<file path="src/prq_pkg.sv">
// Shared types and constants for the priority ready queue.
`default_nettype none

package prq_pkg;

	// Default sizes handed to the top level parameters.
	localparam int unsigned QueueDepthDef    = 16;
	localparam int unsigned IdWidthDef       = 8;
	localparam int unsigned PriorityWidthDef = 8;

	// Input mode codes carried on the slave-side tuser.
	typedef enum logic {
		MODE_INSERT = 1'b0,
		MODE_REMOVE = 1'b1
	} mode_t;

	// Result status codes carried on the master-side tuser.
	typedef enum logic [1:0] {
		STATUS_DONE  = 2'd0,
		STATUS_EMPTY = 2'd1,
		STATUS_FULL  = 2'd2
	} status_t;

	// Operation broadcast to every cell of the row in the cycle of a transfer.
	typedef struct packed {
		logic ins;
		logic rem;
	} cell_ctrl_t;

endpackage

`default_nettype wire

</file>
<file path="src/prq_cell.sv">
// One slot of the sorted queue: holds an entry and trades it with its neighbors.
`default_nettype none

module prq_cell #(
	parameter int unsigned ID_WIDTH       = prq_pkg::IdWidthDef,
	parameter int unsigned PRIORITY_WIDTH = prq_pkg::PriorityWidthDef
) (
	input  wire                       clk,
	input  wire                       arst_n,
	input  prq_pkg::cell_ctrl_t       ctrl,
	input  wire  [ID_WIDTH-1:0]       new_id,
	input  wire  [PRIORITY_WIDTH-1:0] new_pri,
	// Neighbor toward the head.
	input  wire                       left_valid,
	input  wire  [ID_WIDTH-1:0]       left_id,
	input  wire  [PRIORITY_WIDTH-1:0] left_pri,
	input  wire                       left_keep,
	// Neighbor toward the tail.
	input  wire                       right_valid,
	input  wire  [ID_WIDTH-1:0]       right_id,
	input  wire  [PRIORITY_WIDTH-1:0] right_pri,
	// Held entry, seen by both neighbors, and insert decision, seen by the neighbor toward the tail.
	output logic                      valid,
	output logic [ID_WIDTH-1:0]       id,
	output logic [PRIORITY_WIDTH-1:0] pri,
	output logic                      keep
);

	logic                      valid_q;
	logic [ID_WIDTH-1:0]       id_q;
	logic [PRIORITY_WIDTH-1:0] pri_q;

	// An entry stays in place on insert when it ranks at or above the new one.
	assign keep  = valid_q && (pri_q >= new_pri);
	assign valid = valid_q;
	assign id    = id_q;
	assign pri   = pri_q;

	// Occupancy: shift toward the tail on insert, toward the head on remove.
	always_ff @(posedge clk or negedge arst_n) begin
		if (!arst_n) begin
			valid_q <= 1'b0;
		end else if (ctrl.ins && !keep) begin
			valid_q <= left_keep ? 1'b1 : left_valid;
		end else if (ctrl.rem) begin
			valid_q <= right_valid;
		end
	end

	// Entry payload follows the same moves as the occupancy bit.
	always_ff @(posedge clk) begin
		if (ctrl.ins && !keep) begin
			if (left_keep) begin
				id_q  <= new_id;
				pri_q <= new_pri;
			end else begin
				id_q  <= left_id;
				pri_q <= left_pri;
			end
		end else if (ctrl.rem) begin
			id_q  <= right_id;
			pri_q <= right_pri;
		end
	end

endmodule

`default_nettype wire

</file>
<file path="src/priority_ready_queue.sv">
// Top level of the priority ready queue: handshakes, count and the row of cells.
//
// A queue of process identifiers held in descending priority order, first in,
// first out among equal priorities. Each slave-side transfer is one operation:
// insert (tuser 0) or remove the head (tuser 1). Every operation gives exactly
// one result transfer with a status, the removed entry and the count after the
// operation. The block takes one operation per clock cycle while the master
// side accepts results; its result appears on the master side in the cycle after
// the transfer. This rests on the row of QUEUE_DEPTH cells, which compare against
// the new priority in parallel and shift by one slot together. A result register
// sits between the two sides, so while a result waits a new operation is taken
// only in the same cycle that result is taken. An insert into a full queue and a
// remove from an empty one leave the queue unchanged and report their own status.
`default_nettype none

module priority_ready_queue #(
	parameter int unsigned QUEUE_DEPTH    = prq_pkg::QueueDepthDef,
	parameter int unsigned ID_WIDTH       = prq_pkg::IdWidthDef,
	parameter int unsigned PRIORITY_WIDTH = prq_pkg::PriorityWidthDef,
	localparam int unsigned CountWidth    = $clog2(QUEUE_DEPTH + 1),
	localparam int unsigned InWidth       = ((ID_WIDTH + PRIORITY_WIDTH + 7) / 8) * 8,
	localparam int unsigned OutWidth      =
		((ID_WIDTH + PRIORITY_WIDTH + CountWidth + 7) / 8) * 8
) (
	input  wire                 clk,
	input  wire                 arst_n,
	input  wire                 s_tvalid,
	output logic                s_tready,
	input  wire  [InWidth-1:0]  s_tdata,  // proc_id, priority_req, zero pad
	input  wire                 s_tuser,  // mode
	output logic                m_tvalid,
	input  wire                 m_tready,
	output logic [OutWidth-1:0] m_tdata,  // head_id, head_priority, queue_count, zero pad
	output logic [1:0]          m_tuser   // status
);

	localparam int unsigned PadWidth = OutWidth - ID_WIDTH - PRIORITY_WIDTH - CountWidth;

	logic                      xfer;
	prq_pkg::mode_t            mode;
	logic [ID_WIDTH-1:0]       proc_id;
	logic [PRIORITY_WIDTH-1:0] priority_req;
	logic                      full;
	logic                      empty;
	prq_pkg::cell_ctrl_t       ctrl;

	logic [CountWidth-1:0]     count_q;
	logic                      out_valid_q;
	prq_pkg::status_t          status_q;
	logic [ID_WIDTH-1:0]       head_id_q;
	logic [PRIORITY_WIDTH-1:0] head_pri_q;
	logic [CountWidth-1:0]     out_count_q;

	logic                      cell_valid [QUEUE_DEPTH];
	logic [ID_WIDTH-1:0]       cell_id    [QUEUE_DEPTH];
	logic [PRIORITY_WIDTH-1:0] cell_pri   [QUEUE_DEPTH];
	logic                      cell_keep  [QUEUE_DEPTH];

	// Unpack the operation.
	assign mode         = prq_pkg::mode_t'(s_tuser);
	assign proc_id      = s_tdata[ID_WIDTH-1:0];
	assign priority_req = s_tdata[ID_WIDTH+PRIORITY_WIDTH-1:ID_WIDTH];

	// Accept whenever the result register is free or being drained.
	assign s_tready = !out_valid_q || m_tready;
	assign xfer     = s_tvalid && s_tready;

	assign full  = (count_q == CountWidth'(QUEUE_DEPTH));
	assign empty = (count_q == '0);

	// Operations that change the row; refused ones leave it untouched.
	assign ctrl.ins = xfer && (mode == prq_pkg::MODE_INSERT) && !full;
	assign ctrl.rem = xfer && (mode == prq_pkg::MODE_REMOVE) && !empty;

	// The row of cells, slot 0 at the head.
	for (genvar i = 0; i < QUEUE_DEPTH; i++) begin : g_cell
		logic                      l_valid;
		logic [ID_WIDTH-1:0]       l_id;
		logic [PRIORITY_WIDTH-1:0] l_pri;
		logic                      l_keep;
		logic                      r_valid;
		logic [ID_WIDTH-1:0]       r_id;
		logic [PRIORITY_WIDTH-1:0] r_pri;

		// The head cell sees a neighbor that always keeps, so it takes the new entry.
		if (i == 0) begin : g_head
			assign l_valid = 1'b1;
			assign l_id    = '0;
			assign l_pri   = '0;
			assign l_keep  = 1'b1;
		end else begin : g_mid
			assign l_valid = cell_valid[i-1];
			assign l_id    = cell_id[i-1];
			assign l_pri   = cell_pri[i-1];
			assign l_keep  = cell_keep[i-1];
		end

		// The tail cell empties on remove.
		if (i == QUEUE_DEPTH - 1) begin : g_tail
			assign r_valid = 1'b0;
			assign r_id    = '0;
			assign r_pri   = '0;
		end else begin : g_body
			assign r_valid = cell_valid[i+1];
			assign r_id    = cell_id[i+1];
			assign r_pri   = cell_pri[i+1];
		end

		prq_cell #(
			.ID_WIDTH       (ID_WIDTH),
			.PRIORITY_WIDTH (PRIORITY_WIDTH)
		) u_cell (
			.clk         (clk),
			.arst_n      (arst_n),
			.ctrl        (ctrl),
			.new_id      (proc_id),
			.new_pri     (priority_req),
			.left_valid  (l_valid),
			.left_id     (l_id),
			.left_pri    (l_pri),
			.left_keep   (l_keep),
			.right_valid (r_valid),
			.right_id    (r_id),
			.right_pri   (r_pri),
			.valid       (cell_valid[i]),
			.id          (cell_id[i]),
			.pri         (cell_pri[i]),
			.keep        (cell_keep[i])
		);
	end

	// Number of held entries.
	always_ff @(posedge clk or negedge arst_n) begin
		if (!arst_n) begin
			count_q <= '0;
		end else if (ctrl.ins) begin
			count_q <= count_q + 1'b1;
		end else if (ctrl.rem) begin
			count_q <= count_q - 1'b1;
		end
	end

	// Result register valid flag.
	always_ff @(posedge clk or negedge arst_n) begin
		if (!arst_n) begin
			out_valid_q <= 1'b0;
		end else if (xfer) begin
			out_valid_q <= 1'b1;
		end else if (m_tready) begin
			out_valid_q <= 1'b0;
		end
	end

	// Result payload, formed from the state before the operation.
	always_ff @(posedge clk) begin
		if (xfer) begin
			status_q    <= prq_pkg::STATUS_DONE;
			head_id_q   <= '0;
			head_pri_q  <= '0;
			out_count_q <= count_q;
			unique case (mode)
				prq_pkg::MODE_INSERT: begin
					if (full) begin
						status_q <= prq_pkg::STATUS_FULL;
					end else begin
						out_count_q <= count_q + 1'b1;
					end
				end
				prq_pkg::MODE_REMOVE: begin
					if (empty) begin
						status_q <= prq_pkg::STATUS_EMPTY;
					end else begin
						head_id_q   <= cell_id[0];
						head_pri_q  <= cell_pri[0];
						out_count_q <= count_q - 1'b1;
					end
				end
				default: begin
					status_q <= prq_pkg::STATUS_DONE;
				end
			endcase
		end
	end

	// Pack the result.
	assign m_tvalid = out_valid_q;
	assign m_tuser  = status_q;
	if (PadWidth > 0) begin : g_pad
		assign m_tdata = {{PadWidth{1'b0}}, out_count_q, head_pri_q, head_id_q};
	end else begin : g_nopad
		assign m_tdata = {out_count_q, head_pri_q, head_id_q};
	end

endmodule

`default_nettype wire

</file>
<file path="config.mk">
export PLATFORM = sky130hd
export DESIGN_NAME = priority_ready_queue
export DESIGN_NICKNAME = d
export VERILOG_FILES = /design/src/prq_pkg.sv /design/src/prq_cell.sv /design/src/priority_ready_queue.sv
export SDC_FILE = /design/constraint.sdc
export NUM_CORES = 1
export LEC_CHECK = 0
export BUFFER_PORTS_ARGS = -buffer_cell sky130_fd_sc_hd__buf_4
export CORE_MARGIN = 3
export CORE_UTILIZATION = 40
export CTS_CLUSTER_SIZE = 20
export DETAILED_ROUTE_END_ITERATION = 10
export GPL_TIMING_DRIVEN = 0
export PLACE_DENSITY_LB_ADDON = 0.12
export SLEW_MARGIN = 20
export SYNTH_ARGS = -nofsm -noshare
export SYNTH_HDL_FRONTEND = slang
export SYNTH_SLANG_ARGS = --single-unit
</file>
<file path="constraint.sdc">
create_clock -name clk -period 3.6 [get_ports clk]
set_clock_uncertainty 0.2 [all_clocks]
set_input_delay 0.36 -clock clk [delete_from_list [all_inputs] [get_ports clk]]
set_output_delay 0.36 -clock clk [all_outputs]
set_load 0.1 [all_outputs]
</file>
# == Word-level counts from Yosys, hierarchy flattened ==
# Index checks and enable logic that the tools add are counted.
# totals
regBits,301
inputBits,21
out_inout_bits,28
word_cells,301
# op_classes
add_sub_neg,2
magnitude_cmp,16
eq_ne,1
n_mux,150
bitwise,1
reduce_logical,77
# ops
operator,n
$mux W8,93
$ge A8 B8 Y1,16
$mux W1,50
$logic_and A1 B1 Y1,37
$reduce_bool A2 Y1,18
$mux W5,4
$logic_not A1 Y1,19
$pmux W5 S2,1
$add A5 B1 Y5 const B,1
$eq A5 B5 Y1 const B,1
$logic_not A5 Y1,1
$sub A5 B1 Y5 const B,1
$pmux W2 S2,1
$mux W2,1
$reduce_or A2 Y1,1
$logic_or A1 B1 Y1,1
$not A1 Y1,1

# == Longest topological paths before layout ==
# Gate-level depths: netlist (run 1).
# depth
word_depth,7
mapped_depth,12

# == Cells and area by module ==
# Synthesis (run 1) repeated with hierarchy kept, for this count alone.
# unflattened
cells_unflattened,1550
hier_area_um2,21304.2
# modules_own_cells
mod,instances,cells_each,area_each_um2,seq_area_each_um2
prq_cell at g_cell[0].u_cell ...,11,89,1246.2,505.5
prq_cell at g_cell[5].u_cell ...,5,88,1223.7,505.5
priority_ready_queue,1,131,1477.7,840.8

# == Worst setup path after synthesis (run 1) ==
# Ideal clock, no wire load.
# synth_path
path_type,flip-flop to flip-flop
start,"register out_valid_q, in the netlist m_tvalid"
end,"register g_cell[15].u_cell.id_q[0], enable pin"
setup_time_ns,0.365
arrival_time_ns,3.297
t_required_ns,3.035
path_slack_ns,-0.262
path_stages_with_launch,8
path_buffers,2
path_cell_list,dfrtp_1 > nand2b_1 > nand2_1 > nor2_2 > buf_2 > o21ai_1 > buf_2 > nand2_1
# synth_via
elab_chain_cells,7
elab_cells_between_ends,9
# synth_rtl
item,line,text
from (decl),priority_ready_queue.sv:48,logic out_valid_q;
from (signal assigned),priority_ready_queue.sv:146,out_valid_q <= 1'b0;
from (signal assigned),priority_ready_queue.sv:148,out_valid_q <= 1'b1;
from (signal assigned),priority_ready_queue.sv:150,out_valid_q <= 1'b0;
$logic_not A1 Y1 *,priority_ready_queue.sv:65,assign s_tready = !out_valid_q || m_tready;
$logic_or A1 B1 Y1 *,priority_ready_queue.sv:65,
named net s_tready,priority_ready_queue.sv:28,"output logic s_tready,"
$logic_and A1 B1 Y1 *,priority_ready_queue.sv:66,assign xfer = s_tvalid && s_tready;
$logic_and A1 B1 Y1 (2 in series),priority_ready_queue.sv:72,assign ctrl.ins = xfer && (mode == prq_pkg::MODE_INSERT) && !full;
$logic_and A1 B1 Y1,prq_cell.sv:52,if (ctrl.ins && !keep) begin
$reduce_bool A2 Y1 (no line) *,-,
to (signal assigned),prq_cell.sv:54,id_q <= new_id;
to (signal assigned),prq_cell.sv:57,id_q <= left_id;
to (signal assigned),prq_cell.sv:61,id_q <= right_id;
to (decl),prq_cell.sv:30,logic [ID_WIDTH-1:0] id_q;
# The timed path passes the listed nets; every way through them passes the cells marked *.
# A chain may end at the register's enable or synchronous reset.

# == Final worst setup path (run 1) ==
# layout_path
start,input port s_tdata[13]
end,"register g_cell[14].u_cell.pri_q[3], enable pin"
# layout_via
elab_chain_cells,5
# layout_rtl
item,line,text
from (decl),priority_ready_queue.sv:29,"input wire [InWidth-1:0] s_tdata,"
$ge A8 B8 Y1,prq_cell.sv:34,assign keep = valid_q && (pri_q >= new_pri);
$logic_and A1 B1 Y1,prq_cell.sv:34,
$logic_not A1 Y1,prq_cell.sv:52,
$logic_and A1 B1 Y1,prq_cell.sv:52,
$reduce_bool A2 Y1 (no line),-,
to (signal assigned),prq_cell.sv:55,pri_q <= new_pri;
to (signal assigned),prq_cell.sv:58,pri_q <= left_pri;
to (signal assigned),prq_cell.sv:62,pri_q <= right_pri;
to (decl),prq_cell.sv:31,logic [PRIORITY_WIDTH-1:0] pri_q;
# No other way between the ends.

==> results of run 1 <==
## through the flow
step / cell area (um2) / total power [mW] / cells / setup slack, ns
global placement: 19300 / 9.68 / 2271 / -2.55
CTS: 20800 / 13.7 / 2353 / 0.0144
finish: 20800 / 13.7 / 2353 / 0.0232
global route: 20800 / 14.3 / 2353 / 0.00502
floorplan: 18300 / 8.43 / 1641 / 0.0745
detailed placement: 19300 / 9.76 / 2271 / -2.10
## cells in the final DEF (no fill, tap or decap), types with 17 or more instances in the layout
cell type and n:
dfrtp_1 22, ha_1 130, edfxtp_1 279, mux2i_1 228, a21oi_1 462, mux2_2 41
nor2_1 47, buf_2 67, nor2b_1 17, clkbuf_1 50, clkbuf_16 38, nand2_1 24
nand3_1 18, inv_1 36, buf_4 55, clkbuf_2 17, o21ai_0 24
## registers in the layout, summed over array words and instances (netlist names)
| signal | flops |
|---|---|
| m_tuser | 2 |
| head_id_q | 8 |
| m_tvalid | 1 |
| g_cell.u_cell.valid | 16 |
| head_pri_q | 8 |
| g_cell.u_cell.id | 128 |
| out_count_q | 5 |
| g_cell.u_cell.pri | 128 |
| count_q | 5 |
## routing by layer
layer	GRT usage (%)	vias to the layer above
li1	-	6445
met1	34.6	6938
met2	39.3	414
met3	4.29	120
met4	7.75	0
met5	0	-
## kinds of logic after synthesis
family | synth area share (%)
adder cells (fa/ha/maj) | 8.90
flip-flops | 48.9
multiplexers | 15.7
AO/OA/AOI/OAI | 16.9
XOR/XNOR | 0.240
buffers and inverters | 4.51
other | 0.0205
AND/OR/NAND/NOR | 4.84
## worst register-to-register path, cell delays in order, from the launching register on
cell and delay (ns):
dfrtp_1 0.45, inv_1 0.11, ha_1 0.29, nor3b_2 0.21, a21o_1 0.25, nor2_2 0.34
buf_2 0.40, clkbuf_1 0.67, a221oi_1 0.25, a21oi_1 0.16
## repair_timing
item,4_1_cts,5_1_grt
hold buffers,3,0
pin swaps,0,0
setup endpoints to repair,528,316
setup buffers,12,0
cloned,0,0
endpoints found under the hold margin,23,0
gates resized for setup,42,19
## worst paths after layout
kind,slack [ns],cells past startpoint,end
max,0.02,13,g_cell[14].u_cell.pri[3]
min,0.06,3,g_cell[3].u_cell.id[0]
max reg2reg,0.21,9,g_cell[1].u_cell.valid
min reg2reg,0.34,1,g_cell[14].u_cell.id[0]
max in group asynchronous,2.78,2,g_cell[6].u_cell.valid
min in group asynchronous,0.10,2,g_cell[7].u_cell.valid
## area by class of cell
| cell class | instances | area [um2] | area share, % |
|---|---|---|---|
| multi-input combinational | 1161 | 8640 | 41.5 |
| inverter | 43 | 185 | 0.889 |
| timing repair buffer | 53 | 405 | 1.95 |
| sequential | 301 | 8930 | 42.8 |
| tap | 592 | 741 | 3.55 |
| clock inverter | 11 | 145 | 0.696 |
| buffer | 136 | 701 | 3.36 |
| clock buffer | 56 | 1090 | 5.22 |
## power groups by stage
stage                     Clock, mW  Combinational (mW)  Sequential, mW
after floorplan                   0                3.10            5.33
after global placement            0                4.35            5.33
after detailed placement          0                4.42            5.34
after CTS                      3.92                4.47            5.27
after global routing           4.04                4.97            5.33
final                          3.87                4.51            5.28
==> out/qor.yml, run 1 <==
floorplan:
  die_h_um: 220
  dieArea_um2: 48300
  core_area_um2: 44700
  dieWidth_um: 220
  rows: 77
  io_pins: 49
  initial_core_util_pct: 40.9
route:
  topRoutingLayerUsed: "met4"
  met1_length_mm: 26.9
  routed_via_density: 5.91
  post_drt_wl_per_cell_um: 25.4
  vias: 13900
  antenna_left: 0
  drt_iter0_markers: 1230
  drc: 0
  routed_wirelength_mm: 59.9
  met2_wirelength_mm: 27.5
  first_pass_iters: 7
  wl_met3_mm: 3.75
cts:
  htreeDepth: 2
  cts_tree: "done"
  insertion_delay_ns: 0.56
  cts_buffer_depth: 3
  clkSinkCount: 301
  clkSlewWorstSetupHoldPaths_ns: 0.06
  ctsRootBufferMaster: "clkbuf_16"
  cts_made_buffers: 37
setup_path:
  required_ns: 3.59
  critical_path_class: "in -> reg"
  worstSetupStartpointType: "input port"
  crit_path_end_kind: "flip-flop"
  r2r_start: "count_q[0]"
  worstPathCellList: "clkbuf_2 -> clkbuf_2 -> clkinvlp_4 -> buf_4 -> ha_1 -> a21oi_1 -> o21ai_0 -> a32oi_2 -> buf_6 -> and2_4 -> buf_12 -> buf_12 -> nand2b_2"
  cp.arrival_ns: 3.57
  slowest_stage: "clkbuf_2"
  critPathTopFamily: "buffers and inverters"
  critPathMaxFanout: 16
  critPathLaunch: "s_tdata[13]"
  critPathBufInv: 7
  crit_path_max_incr_delay_ns: 0.53
power_and_ir_drop:
  powerDensity_nw_per_um2: 656
  vdd_drop_max_mv: 0.358
  p_leak_nw: 8.98
  combPwrFrac_pct: 33.0
  clockPowerShare_pct: 28.4
  intPower_mw: 8.73
  swShare_pct: 36.1
  seqPwrFrac_pct: 38.6
  p_switching_mw: 4.93
global_routing:
  grt_overflow: 0
  antenna_found_initial: 4
  grt_max_degree: 27
  grt_pass1_wl_mm: 88.3
  grt.total_usage_pct: 24.7
  grt_pass1_vias: 13900
synthesis:
  synth_top_area_cell: "edfxtp_1"
  ys_seq_area_share_pct: 48.9
  synth.most_common_cell: "a21oi_1"
  async_reset_ff_share_pct: 7.31
  synth_top_area_share_pct: 45.9
  synth_seq_cells: 301
  synth_area_um2: 18300
  synth_area_leaders: "edfxtp_1 (46%), a21oi_1 (13%), mux2i_1 (12%), ha_1 (8.9%), dfrtp_1 (3.0%)"
  ys.flop_type: "edfxtp_1"
  synth_cell_types: 54
  netlist_top_cells_count: "a21oi_1 (474), edfxtp_1 (279), mux2i_1 (228)"
  synthCells: 1639
  synth_edf_count: 279
  yosys_warnings: 0
  avgSynthCellArea_um2: 11.1
timing:
  period_share_pct: 99.4
  slew_violations: 0
  worst_hold_slack_ns: 0.0632
  hold_viol: 0
  rsz0062_at_grt: "no"
  finalCriticalPeriod_ns: 3.58
  max_slew.worst_pin.slew_ns: 1.13
  fmax_mhz: 280
  setup_tns_ns: 0
  relSlewSlack_pct: 24.6
  setup_viol: 0
layout:
  areaGrowthSynthToFinish_pct: 14.1
  drive_above_1_share_pct: 16.9
  final_core_util_pct: 46.6
  n_antenna_cell: 0
  nNetsFinal: 1884
  fill_cells: 4294
worst_hold_path:
  hold_path_class: "in -> reg"
  hp-start: "s_tdata[0]"
job:
  max_cap_viol_count: 0
placed_design:
  place_congestion: 0.856
  portBuffers: 38
  dp_hpwl_mm: 43.1
outcome:
  outcome: "complete, no violations"
Note: power is estimated with default switching activity, not from simulation.
==> run 2: changes to the inputs <==
--- a/config.mk
+++ b/config.mk
@@ -5,11 +5,12 @@
 export SDC_FILE = /design/constraint.sdc
 export NUM_CORES = 1
 export LEC_CHECK = 0
-export BUFFER_PORTS_ARGS = -buffer_cell sky130_fd_sc_hd__buf_4
 export CORE_MARGIN = 3
 export CORE_UTILIZATION = 40
+export CTS_CLUSTER_DIAMETER = 150
 export CTS_CLUSTER_SIZE = 20
 export DETAILED_ROUTE_END_ITERATION = 10
+export DONT_BUFFER_PORTS = 1
 export GPL_TIMING_DRIVEN = 0
 export PLACE_DENSITY_LB_ADDON = 0.12
 export SLEW_MARGIN = 20
==> run 2 against run 1 <==
  * Sequential power rose by 4.5%
  * Die area did not move
  * Register-to-register slack got worse by 0.09 ns
  * Largest power group unchanged
  * Non-clock buffer count fell by 27
==> out/qor.yml, run 2 (synthesis gave the netlist of run 1 again) <==
outcome:
  outcome: "complete, no violations"
setup_path:
  critPathMaxFanout: 16  # unchanged
  crit_path_end_kind: "flip-flop"
  worstSetupStartpointType: "input port"
  slowest_stage: "clkbuf_4"
  cp.arrival_ns: 3.49  # -0.08 ns
  worstPathCellList: "clkbuf_2 -> clkbuf_4 -> inv_4 -> ha_1 -> a2111o_1 -> a32oi_2 -> buf_6 -> and2_4 -> buf_12 -> buf_12 -> nand2b_2"
  critPathLaunch: "s_tdata[9]"
  crit_path_max_incr_delay_ns: 0.46  # -0.07 ns
  r2r_start: "m_tvalid"
  required_ns: 3.59  # about the same
  critical_path_class: "in -> reg"
  cpMostUsedCell: "buf_12"
timing:
  setup_viol: 0  # unchanged
  fmax_mhz: 285  # +2.1%
  finalCriticalPeriod_ns: 3.50  # -0.0741 ns
  period_share_pct: 97.3  # -2.1 points
  relSlewSlack_pct: 18.1  # -6.5 points
  slew_violations: 0  # unchanged
  hold_viol: 0  # unchanged
  setup_ws_ns: 0.0973  # +0.0741 ns
  max_slew.worst_pin.slew_ns: 1.23  # +0.0982 ns
  rsz0062_at_grt: "no"
  worst_hold_slack_ns: 0.0413  # -0.0219 ns
global_routing:
  grt_max_degree: 27  # unchanged
  antenna_found_initial: 3  # -1
  met2_usage_pct: 39.5  # +0.21 points
  grt_pass1_vias: 13900  # +0.12%
  grt_pass1_wl_mm: 88.9  # +0.64%
  gr-usage-met3_pct: 2.98  # -1.3 points
  busiest_layer: "met2"
  grt_overflow: 0  # unchanged
  grt.total_usage_pct: 24.8  # +0.064 points
  grtUsageMet1_pct: 35.5  # +0.92 points
layout:
  layout_commonest_cell: "a21oi_1"
  final_core_util_pct: 44.7  # -1.9 points
  layout_common_cells: "a21oi_1 (463), edfxtp_1 (279), mux2i_1 (228), ha_1 (130), buf_2 (67)"
  drive_above_1_share_pct: 13.5  # -3.4 points
  nNetsFinal: 1839  # -2.4%
  areaGrowthSynthToFinish_pct: 9.40
cts:
  cts_buffer_depth: 3  # unchanged
  ctsRootBufferMaster: "clkbuf_16"
  cts_made_buffers: 19  # -49%
  clkSinkCount: 301  # unchanged
  insertion_delay_ns: 0.55  # about the same
  cts_tree: "done"
  clkSlewWorstSetupHoldPaths_ns: 0.10  # +0.04 ns
  htreeDepth: 1  # -1
floorplan:
  dieArea_um2: 48300  # unchanged
  rows: 77  # unchanged
  initial_core_util_pct: 40.9  # unchanged
  io_pins: 49  # unchanged
  dieWidth_um: 220  # unchanged
  die_h_um: 220  # unchanged
  core_area_um2: 44700  # unchanged
worst_hold_path:
  hp-start: "m_tready"
  hold_path_class: "in -> reg"
job:
  max_cap_viol_count: 0  # unchanged
route:
  vias: 13800  # -0.99%
  drt_iter0_markers: 1225  # -0.41%
  routed_via_density: 6.00  # +1.5%
  post_drt_wl_per_cell_um: 26.4  # +3.8%
  first_pass_iters: 7  # unchanged
  routed_wirelength_mm: 60.7  # +1.3%
  antenna_left: 0  # unchanged
  drc: 0  # unchanged
power_and_ir_drop:
  powerDensity_nw_per_um2: 603  # -8.1%
  p_leak_nw: 8.51  # -5.3%
  vdd_drop_max_mv: 0.357  # -0.36%
  total_power_mw: 12.0  # -12%
placed_design:
  post-place-ws_ns: -2.04  # +0.0604 ns
  portBuffers: 0  # -100%
  dp_hpwl_mm: 43.2  # +0.30%
  place_congestion: 0.836  # -2.3%
-- run 2: cell count changes in the layout (fill, tap and decap cells not counted), sizes merged, moves of 3 or more --
cell | previous run | this run
dlygate4sd3 | 3 | 11
clkinv | 7 | 0
diode | 0 | 3
clkbuf | 115 | 91
buf | 126 | 91
bufinv | 3 | 0
-- run 2: worst paths after layout --
kind	endpoint	slack, ns	cells past startpoint
max	g_cell[14].u_cell.pri[4]	0.1	11
min	m_tvalid	0.04	2
max in group asynchronous	g_cell[6].u_cell.valid	2.94	2
max reg2reg	g_cell[1].u_cell.valid	0.12	7
min in group asynchronous	g_cell[14].u_cell.valid	0.07	2
min reg2reg	g_cell[14].u_cell.id[7]	0.36	1
-- run 2: final cells by class --
| type | count | area [um2] |
|---|---|---|
| multi-input combinational | 1161 | 8630 |
| antenna | 3 | 7.51 |
| timing repair buffer | 26 | 235 |
| fill | 4239 | 24700 |
| clock inverter | 2 | 28.8 |
| inverter | 43 | 185 |
| sequential | 301 | 8930 |
| buffer | 136 | 708 |
| clock buffer | 32 | 524 |
| tap | 592 | 741 |
-- run 2: through the flow --
step                      setup TNS (ns)  std cells  instance area, um2
after floorplan                        0       1641               18300
after global placement          -1141.10       2233               19000
after detailed placement         -871.79       2233               19000
after CTS                              0       2293               20000
after global routing                   0       2293               20000
final                                  0       2296               20000
-- run 2: worst max-delay path: cells and delay by family --
| kind | cells | cell delay [ns] |
|---|---|---|
| AO/OA/AOI/OAI | 2 | 0.62 |
| adder cells (fa/ha/maj) | 1 | 0.37 |
| buffers and inverters | 6 | 1.50 |
| AND/OR/NAND/NOR | 2 | 0.59 |
-- run 2: repair_timing --
| item | in CTS | in global routing |
|---|---|---|
| buffers inserted | 14 | 0 |
| pin swaps | 0 | 0 |
| gates resized for setup | 51 | 13 |
| gates cloned | 0 | 0 |
| endpoints found under the setup margin | 528 | 227 |
| hold endpoints to repair | 77 | 0 |
| hold buffers | 12 | 0 |
-- run 2: power breakdown --
group,internal [mW],switching (mW)
clock network,1.02,1.27
registers,4.74,0.780
logic,1.64,2.59
total,7.40,4.65
-- run 2: per-layer routing --
layer / vias to the layer above / routed length, um
met5: - / 27
li1: 6317 / -
met1: 6939 / 27000
met4: 4 / 1950
met2: 396 / 27700
met3: 123 / 3970
==> run 3: changes to the inputs <==
--- a/config.mk
+++ b/config.mk
@@ -5,6 +5,7 @@
 export SDC_FILE = /design/constraint.sdc
 export NUM_CORES = 1
 export LEC_CHECK = 0
+export ABC_AREA = 1
 export CORE_MARGIN = 3
 export CORE_UTILIZATION = 40
 export CTS_CLUSTER_DIAMETER = 150
==> run 3 against run 2 <==
  * Maximum frequency is 5.9% higher
  * Highest routed layer is now met4
  * Power rose by 7.4%
  * Combinational power grew 17%
  * Cell count grew 42%
  * Critical endpoint is now g_cell[14].u_cell.id[6]
  * Design area rose by 7.4%
==> out/qor.yml, run 3 <==
global_routing:
  grt_pass1_vias: 17000  # +22%
  grt_max_degree: 24  # -11%
  grt_pass1_wl_mm: 97.0  # +9.2%
  antenna_found_initial: 0  # -3
  grt_overflow: 0  # unchanged
  grt.total_usage_pct: 23.8  # -0.98 points
synthesis:
  yosys.area_share.simple_pct: 37.3  # +32 points
  synth_top_area_cell: "edfxtp_1"
  synthXorXnorAreaFrac_pct: 0.309  # +0.069 points
  synth.most_common_cell: "nand2_1"
  ys_seq_area_share_pct: 45.0  # -3.8 points
  async_reset_ff_share_pct: 7.31  # unchanged
  synth_top_family_by_area: "simple AND/OR/NAND/NOR gates"
  synth_area_leaders: "edfxtp_1 (42%), nand2_1 (24%), ha_1 (8.2%), nand3_1 (7.7%), nand2_2 (3.5%)"
  synth_cell_types: 34  # -37%
  synthMuxAreaShare_pct: 0.0505  # -16 points
  ys.flop_type: "edfxtp_1"
  yosys_warnings: 0  # unchanged
  synth_seq_cells: 301  # unchanged
  synth_area_um2: 19800  # +8.5%
  synthCells: 2546  # +55%
  synth_fa_ha_area_share_pct: 8.20  # -0.70 points
  synth_edf_count: 279  # unchanged
  netlist_top_cells_count: "nand2_1 (1248), nand3_1 (306), edfxtp_1 (279)"
  avgSynthCellArea_um2: 7.79  # -30%
  synth_top_area_share_pct: 42.2  # -3.6 points
  synth-compound-area-share_pct: 2.62  # -14 points
timing:
  setup_tns_ns: 0  # unchanged
  rsz0062_at_grt: "no"
  setup_viol: 0  # unchanged
  period_share_pct: 91.8  # -5.5 points
  worst_hold_slack_ns: 0.0505  # +0.00919 ns
  setup_ws_ns: 0.294  # +0.197 ns
  max_slew.worst_pin.slew_ns: 1.25  # +0.0207 ns
  hold_viol: 0  # unchanged
  fmax_mhz: 302  # +5.9%
  relSlewSlack_pct: 16.7  # -1.4 points
  slew_violations: 0  # unchanged
  finalCriticalPeriod_ns: 3.31  # -0.197 ns
setup_path:
  critical_path_class: "reg -> reg"
  r2r_setup_slack_ns: 0.29  # +0.17 ns
  r2r_cells: 6  # -1
  critPathLaunch: "m_tvalid"
  crit_path_end_kind: "flip-flop"
  r2r_end: "g_cell[14].u_cell.id[6]"
  r2r_start: "m_tvalid"
  worstSetupStartpointType: "flip-flop"
  cp.arrival_ns: 3.29  # -0.20 ns
  critPathMaxFanout: 16  # unchanged
  required_ns: 3.58  # about the same
layout:
  n_antenna_cell: 0  # -3
  layout_common_cells: "nand2_1 (1231), nand3_1 (306), edfxtp_1 (279), ha_1 (130), nand2_2 (128)"
  multi_input_area_um2: 9680  # +12%
  layout_commonest_cell: "nand2_1"
  regArea_um2: 8930  # unchanged
  areaGrowthSynthToFinish_pct: 8.24
  fin_cells: 3256  # +42%
  nNetsFinal: 2739  # +49%
  fill_cells: 4937  # +16%
  drive_above_1_share_pct: 9.42  # -4.0 points
route:
  first_pass_iters: 5  # -2
  antenna_left: 0  # unchanged
  drc: 0  # unchanged
  drt_iter0_markers: 1568  # +28%
  routed_via_density: 5.34  # -11%
  post_drt_wl_per_cell_um: 19.5  # -26%
  vias: 17400  # +26%
  routed_wirelength_mm: 63.5  # +4.7%
cts:
  cts_buffer_depth: 3  # unchanged
  cts_tree: "done"
  clkSlewWorstSetupHoldPaths_ns: 0.09  # about the same
  htreeDepth: 1  # unchanged
  cts_setup_buffers: 0  # -14
  insertion_delay_ns: 0.53  # -0.02 ns
  cts_made_buffers: 19  # unchanged
  clkSinkCount: 301  # unchanged
  ctsRootBufferMaster: "clkbuf_16"
placed_design:
  place_congestion: 0.848  # +1.4%
  post-place-ws_ns: -0.946  # +1.09 ns
  dp_hpwl_mm: 45.8  # +5.9%
  placed_cells: 3204  # +43%
  portBuffers: 0  # unchanged
floorplan:
  core_area_um2: 48300  # +8.2%
  rows: 80  # +3.9%
  die_h_um: 229  # +4.1%
  io_pins: 49  # unchanged
  dieWidth_um: 229  # +4.1%
  dieArea_um2: 52300  # +8.3%
  initial_core_util_pct: 41.0  # +0.15 points
outcome:
  outcome: "complete, no violations"
worst_hold_path:
  worstHoldPathCells: 3  # +1
  holdPathEnd: "m_tvalid"
  hp-start: "m_tready"
  hold_path_class: "in -> reg"
job:
  max_cap_viol_count: 0  # unchanged
power_and_ir_drop:
  powerDensity_nw_per_um2: 602  # about the same
  total_power_mw: 12.9  # +7.4%
  p_leak_nw: 10.4  # +22%
  vdd_drop_max_mv: 0.361  # +1.0%
run 3: changes by cell type in the layout (fill, tap and decap cells not counted), sizes merged, moves of 19 or more:
| cell | change |
|---|---|
| nand2 | +1345 |
| mux2i | -227 |
| nand2b | -19 |
| mux2 | -48 |
| buf | -32 |
| nand3 | +288 |
| inv | +94 |
| a21oi | -426 |
run 3: where the power goes:
group | leakage, nW | switching, mW | internal, mW
sequential | 2.93 | 0.864 | 4.83
combinational | 7.22 | 3.38 | 1.55
clock | 0.259 | 1.29 | 1.02
total | 10.4 | 5.53 | 7.40
run 3: cell families after synthesis:
logic type                 after synthesis
and+or+nand+nor                       1749
muxes                                    1
AOI/OAI and AO/OA                       93
xor gates and xnor gates                 7
other                                    1
buffers and inverters                  264
DFF                                    301
adders and majority gates              130
run 3: stage by stage:
stage / area, um2 / util, %
after floorplan: 19800 / -
after global placement: 20700 / 42.7
after detailed placement: 20700 / 42.7
after CTS: 21500 / 44.4
after global routing: 21500 / 44.4
final: 21500 / 44.4
run 3: worst max-delay path by stage:
| stage | to | slack, ns |
|---|---|---|
| CTS | g_cell[14].u_cell.pri[7] | 0.22 |
| global placement | g_cell[14].u_cell.id[7] | -0.89 |
| detailed placement | g_cell[14].u_cell.id[2] | -0.95 |
| finish | g_cell[14].u_cell.id[6] | 0.29 |
| floorplan | g_cell[14].u_cell.id[0] | 0.25 |
| global route | g_cell[14].u_cell.id[5] | 0.15 |
run 3: per-layer routing:
metal  wire [um]  track usage, %  share of wire [%]  vias to the layer above
li1            -               -                  -                     8350
met4        1940            7.16                3.1                        0
met2       29300            38.9                 46                      568
met5           0               0                  0                        -
met3        4710            3.84                7.4                       99
met1       27500            32.6                 43                     8378
run 3: area by class of cell:
type | instances | area share [%]
multi-input cells | 1983 | 45.1
plain buffers | 131 | 3.70
clock inverters | 1 | 0.0933
well taps | 656 | 3.82
repair buffers | 19 | 0.933
flip-flops and latches | 301 | 41.6
clock buffers | 32 | 2.44
inverters | 133 | 2.33
run 3: critical path: stages, from the launching register on:
cell and delay (ns):
dfrtp_2 0.62, nand2_4 0.36, nand2_1 0.29, nor2_4 0.41, inv_2 0.17, clkbuf_2 0.38, nand2_2 0.49
run 3: what timing repair did:
action / CTS / global route
hold buffers: 19 / 0
setup endpoints to repair: 256 / 0
resized for setup: 20 / 0
endpoints found under the hold margin: 99 / 0
